`config.mk`:
```
export PLATFORM = sky130hd
export DESIGN_NAME = shader_source_tokenizer_top
export DESIGN_NICKNAME = d
export VERILOG_FILES = /design/src/hdl/stt_pkg.sv /design/src/hdl/stt_kw_match.sv /design/src/hdl/stt_lexer.sv /design/src/hdl/stt_result_buf.sv /design/src/hdl/shader_source_tokenizer_top.sv
export SDC_FILE = /design/constraint.sdc
export NUM_CORES = 1
export LEC_CHECK = 0
export ABC_AREA = 1
export BUFFER_PORTS_ARGS = -buffer_cell sky130_fd_sc_hd__clkbuf_2
export CELL_PAD_IN_SITES_DETAIL_PLACEMENT = 1
export CELL_PAD_IN_SITES_GLOBAL_PLACEMENT = 1
export CORE_MARGIN = 2
export CORE_UTILIZATION = 47
export DETAILED_ROUTE_END_ITERATION = 8
export GPL_TIMING_DRIVEN = 0
export PLACE_DENSITY_LB_ADDON = 0.1
export SETUP_SLACK_MARGIN = 0.02
export SLEW_MARGIN = 20
export SYNTH_ARGS = -nofsm -noshare
export SYNTH_HDL_FRONTEND = slang
export SYNTH_SLANG_ARGS = --single-unit
```
`constraint.sdc`:
```
create_clock -name clk -period 10.4 [get_ports clk]
set_input_delay 1.56 -clock clk [delete_from_list [all_inputs] [get_ports clk]]
set_output_delay 1.56 -clock clk [all_outputs]
set_load 0.01 [all_outputs]
```
`src/hdl/stt_pkg.sv`:
```
`timescale 1ns / 1ps

package stt_pkg;

  localparam int MAX_SOURCE_BYTES = 65536;
  localparam int KEYWORD_CHARS_DEF = 9;

  localparam logic [15:0] OFFSET_CAP =
    ((MAX_SOURCE_BYTES - 1) < 65535) ? 16'(MAX_SOURCE_BYTES - 1) : 16'hFFFF;
  localparam logic [15:0] LINE_CAP = 16'hFFFF;

  localparam int RES_MAX = 3;

  localparam logic [4:0] K_EOF      = 5'd0;
  localparam logic [4:0] K_IDENT    = 5'd1;
  localparam logic [4:0] K_NUMBER   = 5'd2;
  localparam logic [4:0] K_KW_FIRST = 5'd3;
  localparam logic [4:0] K_LPAREN   = 5'd12;
  localparam logic [4:0] K_RPAREN   = 5'd13;
  localparam logic [4:0] K_LBRACE   = 5'd14;
  localparam logic [4:0] K_RBRACE   = 5'd15;
  localparam logic [4:0] K_SEMI     = 5'd16;
  localparam logic [4:0] K_COMMA    = 5'd17;
  localparam logic [4:0] K_ASSIGN   = 5'd18;
  localparam logic [4:0] K_PLUS     = 5'd19;
  localparam logic [4:0] K_MINUS    = 5'd20;
  localparam logic [4:0] K_STAR     = 5'd21;
  localparam logic [4:0] K_SLASH    = 5'd22;
  localparam logic [4:0] K_INVALID  = 5'd23;

  localparam int KW_COUNT   = 9;
  localparam int KW_MAX_LEN = 9;

  // Keyword text is right-aligned: the last character sits in the low byte.
  localparam logic [8*KW_MAX_LEN-1:0] KW_TEXT [KW_COUNT] = '{
    72'("void"), 72'("float"), 72'("vec2"), 72'("vec3"), 72'("vec4"),
    72'("sampler2D"), 72'("attribute"), 72'("uniform"), 72'("varying")
  };
  localparam logic [3:0] KW_LEN [KW_COUNT] = '{
    4'd4, 4'd5, 4'd4, 4'd4, 4'd4, 4'd9, 4'd9, 4'd7, 4'd7
  };

  typedef struct packed {
    logic [7:0] source_byte;
    logic       byte_present;
    logic       end_of_source;
  } stt_in_t;

  typedef struct packed {
    logic [4:0]  token_kind;
    logic [15:0] token_start;
    logic [15:0] token_length;
    logic [15:0] token_line;
    logic        last_in_run;
  } stt_tok_t;

  typedef struct packed {
    logic [1:0]                count;
    stt_tok_t [RES_MAX-1:0]    tok;
  } stt_grp_t;

endpackage

```
`src/hdl/stt_kw_match.sv`:
```
`timescale 1ns / 1ps

module stt_kw_match import stt_pkg::*; (
  input  logic [KW_MAX_LEN-1:0][7:0] ch,
  input  logic [15:0]                len,
  output logic [4:0]                 kind
);

  logic [KW_COUNT-1:0] hit;

  always_comb begin
    hit = '0;
    for (int i = 0; i < KW_COUNT; i++) begin
      hit[i] = (len == 16'(KW_LEN[i]));
      for (int j = 0; j < KW_MAX_LEN; j++) begin
        if (j < int'(KW_LEN[i])) begin
          if (ch[j] != KW_TEXT[i][8*(int'(KW_LEN[i]) - 1 - j) +: 8]) begin
            hit[i] = 1'b0;
          end
        end
      end
    end
  end

  always_comb begin
    kind = K_IDENT;
    for (int i = KW_COUNT - 1; i >= 0; i--) begin
      if (hit[i]) begin
        kind = K_KW_FIRST + 5'(i);
      end
    end
  end

endmodule

```
`src/hdl/stt_lexer.sv`:
```
`timescale 1ns / 1ps

module stt_lexer import stt_pkg::*; #(
  parameter int KEYWORD_CHARS = KEYWORD_CHARS_DEF
) (
  input  logic     clk,
  input  logic     rst,
  input  logic     fire,
  input  stt_in_t  item,
  output stt_grp_t grp
);

  localparam int KW_IDX_W = $clog2(KEYWORD_CHARS);

  localparam logic [2:0] M_IDLE      = 3'd0;
  localparam logic [2:0] M_IDENT     = 3'd1;
  localparam logic [2:0] M_NUMBER    = 3'd2;
  localparam logic [2:0] M_EXPWAIT   = 3'd3;
  localparam logic [2:0] M_SIGNWAIT  = 3'd4;
  localparam logic [2:0] M_SLASHWAIT = 3'd5;
  localparam logic [2:0] M_COMMENT   = 3'd6;

  logic [2:0]  mode;
  logic [15:0] off;
  logic [15:0] line;
  logic [15:0] so;
  logic [15:0] sl;
  logic        dot;
  logic        exp_seen;
  logic [7:0]  kw [KEYWORD_CHARS];

  logic [2:0]  mode_next;
  logic [15:0] off_next;
  logic [15:0] line_next;
  logic [15:0] so_next;
  logic [15:0] sl_next;
  logic        dot_next;
  logic        exp_next;

  logic [2:0]  p_mode;
  logic [15:0] p_off;
  logic [15:0] p_line;
  logic [15:0] p_so;
  logic [15:0] p_sl;
  logic        p_dot;
  logic        p_exp;

  logic                kw_we;
  logic [KW_IDX_W-1:0] kw_idx;
  logic                absorbed;

  logic [7:0]  c;
  logic [15:0] len;
  logic [15:0] len2;
  logic [15:0] line_inc;
  logic [15:0] off_inc;
  logic [4:0]  kind1;
  logic [4:0]  kind2;

  logic [KW_MAX_LEN-1:0][7:0] kw_cur;
  logic [KW_MAX_LEN-1:0][7:0] kw_view;

  stt_tok_t [1:0] cand_byte;
  logic     [1:0] cand_byte_v;
  stt_tok_t [1:0] cand_end;
  logic     [1:0] cand_end_v;
  stt_tok_t [3:0] cand;
  logic     [3:0] cand_v;
  logic     [2:0] n;

  function automatic logic is_alpha(input logic [7:0] b);
    return (b inside {["a":"z"], ["A":"Z"], "_"});
  endfunction

  function automatic logic is_digit(input logic [7:0] b);
    return (b inside {["0":"9"]});
  endfunction

  function automatic logic [4:0] punct_kind(input logic [7:0] b);
    logic [4:0] k;
    case (b)
      "(": k = K_LPAREN;
      ")": k = K_RPAREN;
      "{": k = K_LBRACE;
      "}": k = K_RBRACE;
      ";": k = K_SEMI;
      ",": k = K_COMMA;
      "=": k = K_ASSIGN;
      "+": k = K_PLUS;
      "-": k = K_MINUS;
      "*": k = K_STAR;
      default: k = K_INVALID;
    endcase
    return k;
  endfunction

  function automatic logic has_pending(input logic [2:0] m);
    return (m inside {M_IDENT, M_NUMBER, M_EXPWAIT, M_SIGNWAIT, M_SLASHWAIT});
  endfunction

  function automatic stt_tok_t pending_tok(input logic [2:0] m, input logic [4:0] ik,
                                           input logic [15:0] s, input logic [15:0] l,
                                           input logic [15:0] ln);
    stt_tok_t t;
    t.token_start  = s;
    t.token_length = l;
    t.token_line   = ln;
    t.last_in_run  = 1'b0;
    case (m)
      M_IDENT:     t.token_kind = ik;
      M_NUMBER:    t.token_kind = K_NUMBER;
      M_SLASHWAIT: begin
        t.token_kind   = K_SLASH;
        t.token_length = 16'd1;
      end
      default:     t.token_kind = K_INVALID;
    endcase
    return t;
  endfunction

  assign c        = item.source_byte;
  assign len      = off - so;
  assign len2     = p_off - p_so;
  assign line_inc = (line < LINE_CAP) ? line + 16'd1 : line;
  assign off_inc  = (off < OFFSET_CAP) ? off + 16'd1 : off;

  assign cand   = {cand_end, cand_byte};
  assign cand_v = {cand_end_v, cand_byte_v};

  always_comb begin
    for (int j = 0; j < KW_MAX_LEN; j++) begin
      kw_cur[j]  = kw[j];
      kw_view[j] = (kw_we && kw_idx == KW_IDX_W'(j)) ? c : kw[j];
    end
  end

  stt_kw_match u_kw_cur (
    .ch   (kw_cur),
    .len  (len),
    .kind (kind1)
  );

  stt_kw_match u_kw_end (
    .ch   (kw_view),
    .len  (len2),
    .kind (kind2)
  );

  // Byte step: extend the pending token, or close it and handle this byte on its own.
  always_comb begin
    p_mode   = mode;
    p_off    = off;
    p_line   = line;
    p_so     = so;
    p_sl     = sl;
    p_dot    = dot;
    p_exp    = exp_seen;
    kw_we    = 1'b0;
    kw_idx   = '0;
    absorbed = 1'b0;
    cand_byte[0] = pending_tok(mode, kind1, so, len, sl);
    cand_byte[1] = '{token_kind: punct_kind(c), token_start: off, token_length: 16'd1,
                     token_line: line, last_in_run: 1'b0};
    cand_byte_v  = 2'b00;
    if (item.byte_present) begin
      case (mode)
        M_IDENT: begin
          if (is_alpha(c) || is_digit(c)) begin
            absorbed = 1'b1;
            if (len < 16'(KEYWORD_CHARS)) begin
              kw_we  = 1'b1;
              kw_idx = len[KW_IDX_W-1:0];
            end
          end
        end
        M_NUMBER: begin
          if (is_digit(c)) begin
            absorbed = 1'b1;
          end else if (c == "." && !dot) begin
            absorbed = 1'b1;
            p_dot    = 1'b1;
          end else if ((c == "e" || c == "E") && !exp_seen) begin
            absorbed = 1'b1;
            p_exp    = 1'b1;
            p_mode   = M_EXPWAIT;
          end
        end
        M_EXPWAIT: begin
          if (c == "+" || c == "-") begin
            absorbed = 1'b1;
            p_mode   = M_SIGNWAIT;
          end else if (is_digit(c)) begin
            absorbed = 1'b1;
            p_mode   = M_NUMBER;
          end
        end
        M_SIGNWAIT: begin
          if (is_digit(c)) begin
            absorbed = 1'b1;
            p_mode   = M_NUMBER;
          end
        end
        M_SLASHWAIT: begin
          if (c == "/") begin
            absorbed = 1'b1;
            p_mode   = M_COMMENT;
          end
        end
        M_COMMENT: begin
          absorbed = 1'b1;
          if (c == 8'h0A) begin
            p_mode = M_IDLE;
            p_line = line_inc;
          end
        end
        default: absorbed = 1'b0;
      endcase
      if (!absorbed) begin
        cand_byte_v[0] = has_pending(mode);
        p_mode         = M_IDLE;
        if (c == " " || c == 8'h09 || c == 8'h0D) begin
          p_mode = M_IDLE;
        end else if (c == 8'h0A) begin
          p_line = line_inc;
        end else if (is_alpha(c)) begin
          p_so   = off;
          p_sl   = line;
          kw_we  = 1'b1;
          kw_idx = '0;
          p_mode = M_IDENT;
        end else if (is_digit(c) || c == ".") begin
          p_so   = off;
          p_sl   = line;
          p_dot  = (c == ".");
          p_exp  = 1'b0;
          p_mode = M_NUMBER;
        end else if (c == "/") begin
          p_so   = off;
          p_sl   = line;
          p_mode = M_SLASHWAIT;
        end else begin
          cand_byte_v[1] = 1'b1;
        end
      end
      p_off = off_inc;
    end
  end

  // End marker: close what is pending, add the EOF token and start over.
  always_comb begin
    mode_next = p_mode;
    off_next  = p_off;
    line_next = p_line;
    so_next   = p_so;
    sl_next   = p_sl;
    dot_next  = p_dot;
    exp_next  = p_exp;
    cand_end[0] = pending_tok(p_mode, kind2, p_so, len2, p_sl);
    cand_end[1] = '{token_kind: K_EOF, token_start: p_off, token_length: 16'd0,
                    token_line: p_line, last_in_run: 1'b0};
    cand_end_v  = 2'b00;
    if (item.end_of_source) begin
      cand_end_v[0] = has_pending(p_mode);
      cand_end_v[1] = 1'b1;
      mode_next = M_IDLE;
      off_next  = 16'd0;
      line_next = 16'd1;
      so_next   = 16'd0;
      sl_next   = 16'd1;
      dot_next  = 1'b0;
      exp_next  = 1'b0;
    end
  end

  always_comb begin
    n       = 3'd0;
    grp.tok = '0;
    for (int k = 0; k < 4; k++) begin
      if (cand_v[k] && n < 3'(RES_MAX)) begin
        grp.tok[n[1:0]] = cand[k];
        n = n + 3'd1;
      end
    end
    if (n != 3'd0) begin
      grp.tok[2'(n - 3'd1)].last_in_run = 1'b1;
    end
    grp.count = n[1:0];
  end

  always_ff @(posedge clk) begin
    if (rst) begin
      mode     <= M_IDLE;
      off      <= 16'd0;
      line     <= 16'd1;
      so       <= 16'd0;
      sl       <= 16'd1;
      dot      <= 1'b0;
      exp_seen <= 1'b0;
    end else if (fire) begin
      mode     <= mode_next;
      off      <= off_next;
      line     <= line_next;
      so       <= so_next;
      sl       <= sl_next;
      dot      <= dot_next;
      exp_seen <= exp_next;
    end
  end

  always_ff @(posedge clk) begin
    if (fire && kw_we) begin
      kw[kw_idx] <= c;
    end
  end

endmodule

```
`src/hdl/stt_result_buf.sv`:
```
`timescale 1ns / 1ps

module stt_result_buf import stt_pkg::*; (
  input  logic     clk,
  input  logic     rst,
  input  logic     load,
  input  stt_grp_t grp,
  output logic     ready,
  output logic     tok_valid,
  input  logic     tok_stall,
  output stt_tok_t tok_item
);

  stt_tok_t   res [RES_MAX];
  logic [1:0] count;
  logic       taken;

  assign tok_valid = (count != 2'd0);
  assign tok_item  = res[0];
  assign taken     = tok_valid && !tok_stall;
  assign ready     = (count == 2'd0) || (count == 2'd1 && taken);

  always_ff @(posedge clk) begin
    if (rst) begin
      count <= 2'd0;
    end else if (load) begin
      count <= grp.count;
    end else if (taken) begin
      count <= count - 2'd1;
    end
  end

  always_ff @(posedge clk) begin
    if (load) begin
      for (int k = 0; k < RES_MAX; k++) begin
        res[k] <= grp.tok[k];
      end
    end else if (taken) begin
      for (int k = 0; k < RES_MAX - 1; k++) begin
        res[k] <= res[k + 1];
      end
    end
  end

endmodule

```
`src/hdl/shader_source_tokenizer_top.sv`:
```
`timescale 1ns / 1ps

// Channel  Direction  Handshake              Payload
// src      in         src_valid / src_stall  src_item (one source byte or end marker)
// tok      out        tok_valid / tok_stall  tok_item (one token)
//
// An item is registered on acceptance and lexed, once the result register is ready, into up to
// three tokens, which land in the result register; the first token is visible once they are loaded.
// One item is taken per cycle while each item yields at most one token and tok_stall is low;
// an item that yields k tokens holds the result register for k output transactions.
// Synchronous reset returns the lexer to the start of a new source, line 1, offset 0.
// A stall on the token channel backs up through the input register to src_stall.

module shader_source_tokenizer_top import stt_pkg::*; #(
  parameter int KEYWORD_CHARS = KEYWORD_CHARS_DEF
) (
  input  logic     clk,
  input  logic     rst,
  input  logic     src_valid,
  output logic     src_stall,
  input  stt_in_t  src_item,
  output logic     tok_valid,
  input  logic     tok_stall,
  output stt_tok_t tok_item
);

  logic     in_valid;
  stt_in_t  in_item;
  logic     buf_ready;
  logic     fire;
  stt_grp_t grp;

  assign fire      = in_valid && buf_ready;
  assign src_stall = in_valid && !buf_ready;

  always_ff @(posedge clk) begin
    if (rst) begin
      in_valid <= 1'b0;
    end else if (!src_stall) begin
      in_valid <= src_valid;
    end
  end

  always_ff @(posedge clk) begin
    if (!src_stall && src_valid) begin
      in_item <= src_item;
    end
  end

  stt_lexer #(
    .KEYWORD_CHARS (KEYWORD_CHARS)
  ) u_lexer (
    .clk  (clk),
    .rst  (rst),
    .fire (fire),
    .item (in_item),
    .grp  (grp)
  );

  stt_result_buf u_result_buf (
    .clk       (clk),
    .rst       (rst),
    .load      (fire),
    .grp       (grp),
    .ready     (buf_ready),
    .tok_valid (tok_valid),
    .tok_stall (tok_stall),
    .tok_item  (tok_item)
  );

endmodule

```
==> results by group <==
Status
  – Status: completed

GRT
  – Total global-route track usage: between 30% and 40%
  – GR Overflow Total: 0
  – Antenna violations before repair: 3
  – Pin count of the biggest net entering global routing: 45
  – Vias in the first global route: roughly 23000
  – First-pass GRT wire length: 138 mm

Timing
  – Min Tclk post-route: around 8.7 ns
  – Fin Hold WS: 0.464 ns
  – Final count of negative-setup-slack endpoints: 0
  – Setup ws final: ~1.7 ns
  – Max-slew violations: 0
  – Final setup skew: around 0.029 ns
  – Worst slew pin tran: 1.14 ns
  – Hold Fails Final Rpt: 0
  – Slew headroom: 24.2%
  – RSZ-0062 raised after global routing: no
  – Final period utilization: between 80 and 90%
  – Achievable Freq: around 120 MHz

Yosys
  – Syn Std Cell Area: about 0.021 mm^2
  – Register area share after synthesis: 41.7%
  – Mapped Avg Cell Area: around 7.4 um^2
  – Post-synth ARST share: 0%
  – Mapped Cells: 2837
  – Yosys warnings: 0
  – Post-synthesis net count: between 2000 and 3000
  – Primary FF master, synth: edfxtp_1
  – Number of synthesized flops with an enable pin: roughly 240
  – Cell variety after synth: 67
  – Number of synthesized register bits: 316

Critical path
  – WS Path Type: reg2reg
  – Critical path fanouts, max: 12
  – Worst Path Arrival: between 8 and 9 ns
  – R2r setup slk: around 1.7 ns
  – Crit path max-delay cell type: clkbuf_1
  – CP top delay family: buffers and inverters
  – Cell mode on critical path: nand2_1
  – Max stage delay on crit path: 0.77 ns
  – CP Launch Type: flop
  – CP Capture Type: flop
  – Worst Path Required: approximately 11 ns
  – CP bufs+invs: 9

Die
  – Core area: about 0.044 mm^2
  – Die W: roughly 220 um
  – Die Y: roughly 220 um
  – Initial core utilization: a little under half
  – Area of the die: between 0.04 and 0.05 mm^2
  – I/O pin total: 70
  – FP Rows: 77

Detailed routing
  – Vias/cell: 6.20
  – Post-Route WL: 93.2 mm
  – Per-cell routed wire length: 26.1 um
  – Initial DRC Count: roughly 2700
  – First-pass iteration count of the detailed router: 7
  – DRC viols: 0
  – Antenna viol nets, final: 0
  – Via count: between 20000 and 25000

Place
  – Global placement routability congestion: around 1.0
  – Pre-CTS WS: ~2.2 ns
  – IO Port Bufs: roughly 70
  – DP HPWL: about 71 mm

Layout
  – Nets@finish: around 3000
  – P&R area growth vs syn: 11.6%
  – Share of layout cells above drive strength 1: a little under a tenth
  – Fillers: ~5600

Power
  – Final Power: about 0.0045 W
  – Net switching power: ~0.0017 W
  – Pwr Density: approximately 190 mW/mm^2
  – Sw frac: between 30% and 40%
  – Worst vdd rail ir drop: between 0.15 and 0.2 mV
  – Seq pwr share: 38.2%
  – Int Power: 0.00282 W
  – Comb pwr share: a little under a third
  – Leak Pwr: 9.72 nW
  – Clock power frac: between 30% and 40%

CTS
  – CTS tree: built
  – Longest Clk Path Bufs: 3
  – CTS Buf Count: 37
  – Postcts setup bufs: 0
  – H-tree depth: 2
  – Post-CTS Resized: 0
  – Clock Sinks: 316
  – Clock root cell: clkbuf_16
  – Clock transition at path regs: 0.06 ns
  – Post-CTS Hold Buffers: 0
  – Clk_lat worst skew: 0.57 ns

Min path
  – Hold Path Class: reg2reg

Job
  – Max cap viols: 0
==> flip-flops by register name, summed over array words and instances, names as in the netlist <==
register and count:
u_lexer.off 16, u_lexer.line 16, u_lexer.dot 1, in_item 10
u_lexer.exp_seen 1, u_lexer.mode 3, u_lexer.kw 72, in_valid 1
u_result_buf.res 162, u_lexer.so 16, u_lexer.sl 16, u_result_buf.count 2
==> metal layers <==
metal,GRT usage [%],wire (um),up-vias
met5,0,0,-
met4,20.2,4940,0
li1,-,-,9714
met3,6.79,8940,349
met1,53.3,38400,10700
met2,60.9,40900,1356
==> cells in the final DEF (no fill, tap or decap), types with 59 or more instances in the layout <==
cell type,netlist,final
nand2_1,738,737
buf_4,65,65
edfxtp_1,244,244
nor2_1,255,254
nand3_1,165,165
o211ai_1,59,59
dfxtp_1,72,72
o21ai_0,191,191
a21oi_1,141,141
clkbuf_1,111,115
inv_1,338,338
clkbuf_2,0,68
==> final cells by class <==
cell class / instances / area (um^2) / area share [%]
Antenna cell: 2 / 5.00 / 0.0213
Timing Repair Buffer: 73 / 478 / 2.04
Tap cell: 592 / 741 / 3.16
Multi-Input combinational cell: 1973 / 9950 / 42.4
Sequential cell: 316 / 8770 / 37.4
Buffer: 190 / 985 / 4.19
Clock buffer: 42 / 955 / 4.07
Clock inverter: 23 / 253 / 1.08
Inverter: 358 / 1340 / 5.72
==> synth_stat cells, types with 14 or more instances <==
library cell	instances	area share [%]
buf_4	65	2.3
nand4_1	41	1.2
o221ai_1	30	1.2
o21ai_0	191	4.5
o22ai_1	29	0.86
ha_1	40	2.4
o21ai_1	22	0.52
edfxtp_1	244	35
nor4_1	27	0.80
nand2_1	738	13
a21oi_1	141	3.4
nand3_1	165	3.9
inv_1	338	6.0
nand2_2	19	0.57
dfxtp_1	72	6.9
nor2_2	14	0.42
xor2_1	34	1.4
nor3_1	44	1.0
clkbuf_1	111	2.0
nor2_1	255	4.6
inv_2	16	0.29
a31oi_1	35	1.0
o211ai_1	59	2.1
==> path summary, 6_finish.rpt <==
check	startpoint	end	cells after the start
setup reg to reg	in_item[9]$_DFFE_PP_	u_result_buf.res[1][8]$_DFFE_PP_	29
setup / recovery	in_item[9]$_DFFE_PP_	u_result_buf.res[1][8]$_DFFE_PP_	29
hold reg to reg	u_lexer.sl[8]$_SDFFE_PP0P_	u_lexer.sl[8]$_SDFFE_PP0P_	2
hold / removal	u_lexer.sl[8]$_SDFFE_PP0P_	u_lexer.sl[8]$_SDFFE_PP0P_	2
==> worst min-delay path, delay by kind of cell, from the launching register on <==
family | cells | cell delay, ns
AOI/OAI and AO/OA | 1 | 0.05
DFF | 1 | 0.31
and+or+nand+nor | 1 | 0.06
==> cell families after synthesis <==
| logic type | count (synthesis) | share of synthesized area (%) |
|---|---|---|
| and+or+nand+nor | 1343 | 27.5 |
| AOI/OAI and AO/OA | 547 | 15.4 |
| DFF | 316 | 41.7 |
| buffers and inverters | 548 | 11.1 |
| xor gates and xnor gates | 40 | 1.67 |
| adders and majority gates | 43 | 2.67 |
==> power groups by stage <==
| stage | sequential [W] | combinational, W | clock, W |
|---|---|---|---|
| 2_1_floorplan | 0.00172 | 0.000786 | 0 |
| 3_3_place_gp | 0.00176 | 0.00127 | 0 |
| 3_5_place_dp | 0.00173 | 0.00135 | 0 |
| 4_1_cts | 0.00171 | 0.00136 | 0.00135 |
| 5_1_grt | 0.00172 | 0.00148 | 0.00139 |
| 6_report | 0.00171 | 0.00141 | 0.00135 |
==> stage by stage <==
stage	cell area (um^2)	instances	util (%)	TNS, ns
2_1_floorplan	21000	2837	-	0
3_3_place_gp	22100	3497	50.0	-215.36
3_5_place_dp	22300	3502	50.3	0
4_1_cts	23500	3567	53.1	0
5_1_grt	23500	3567	53.1	0
6_report	23500	3569	53.1	0
(Power assumes the default switching activity.)
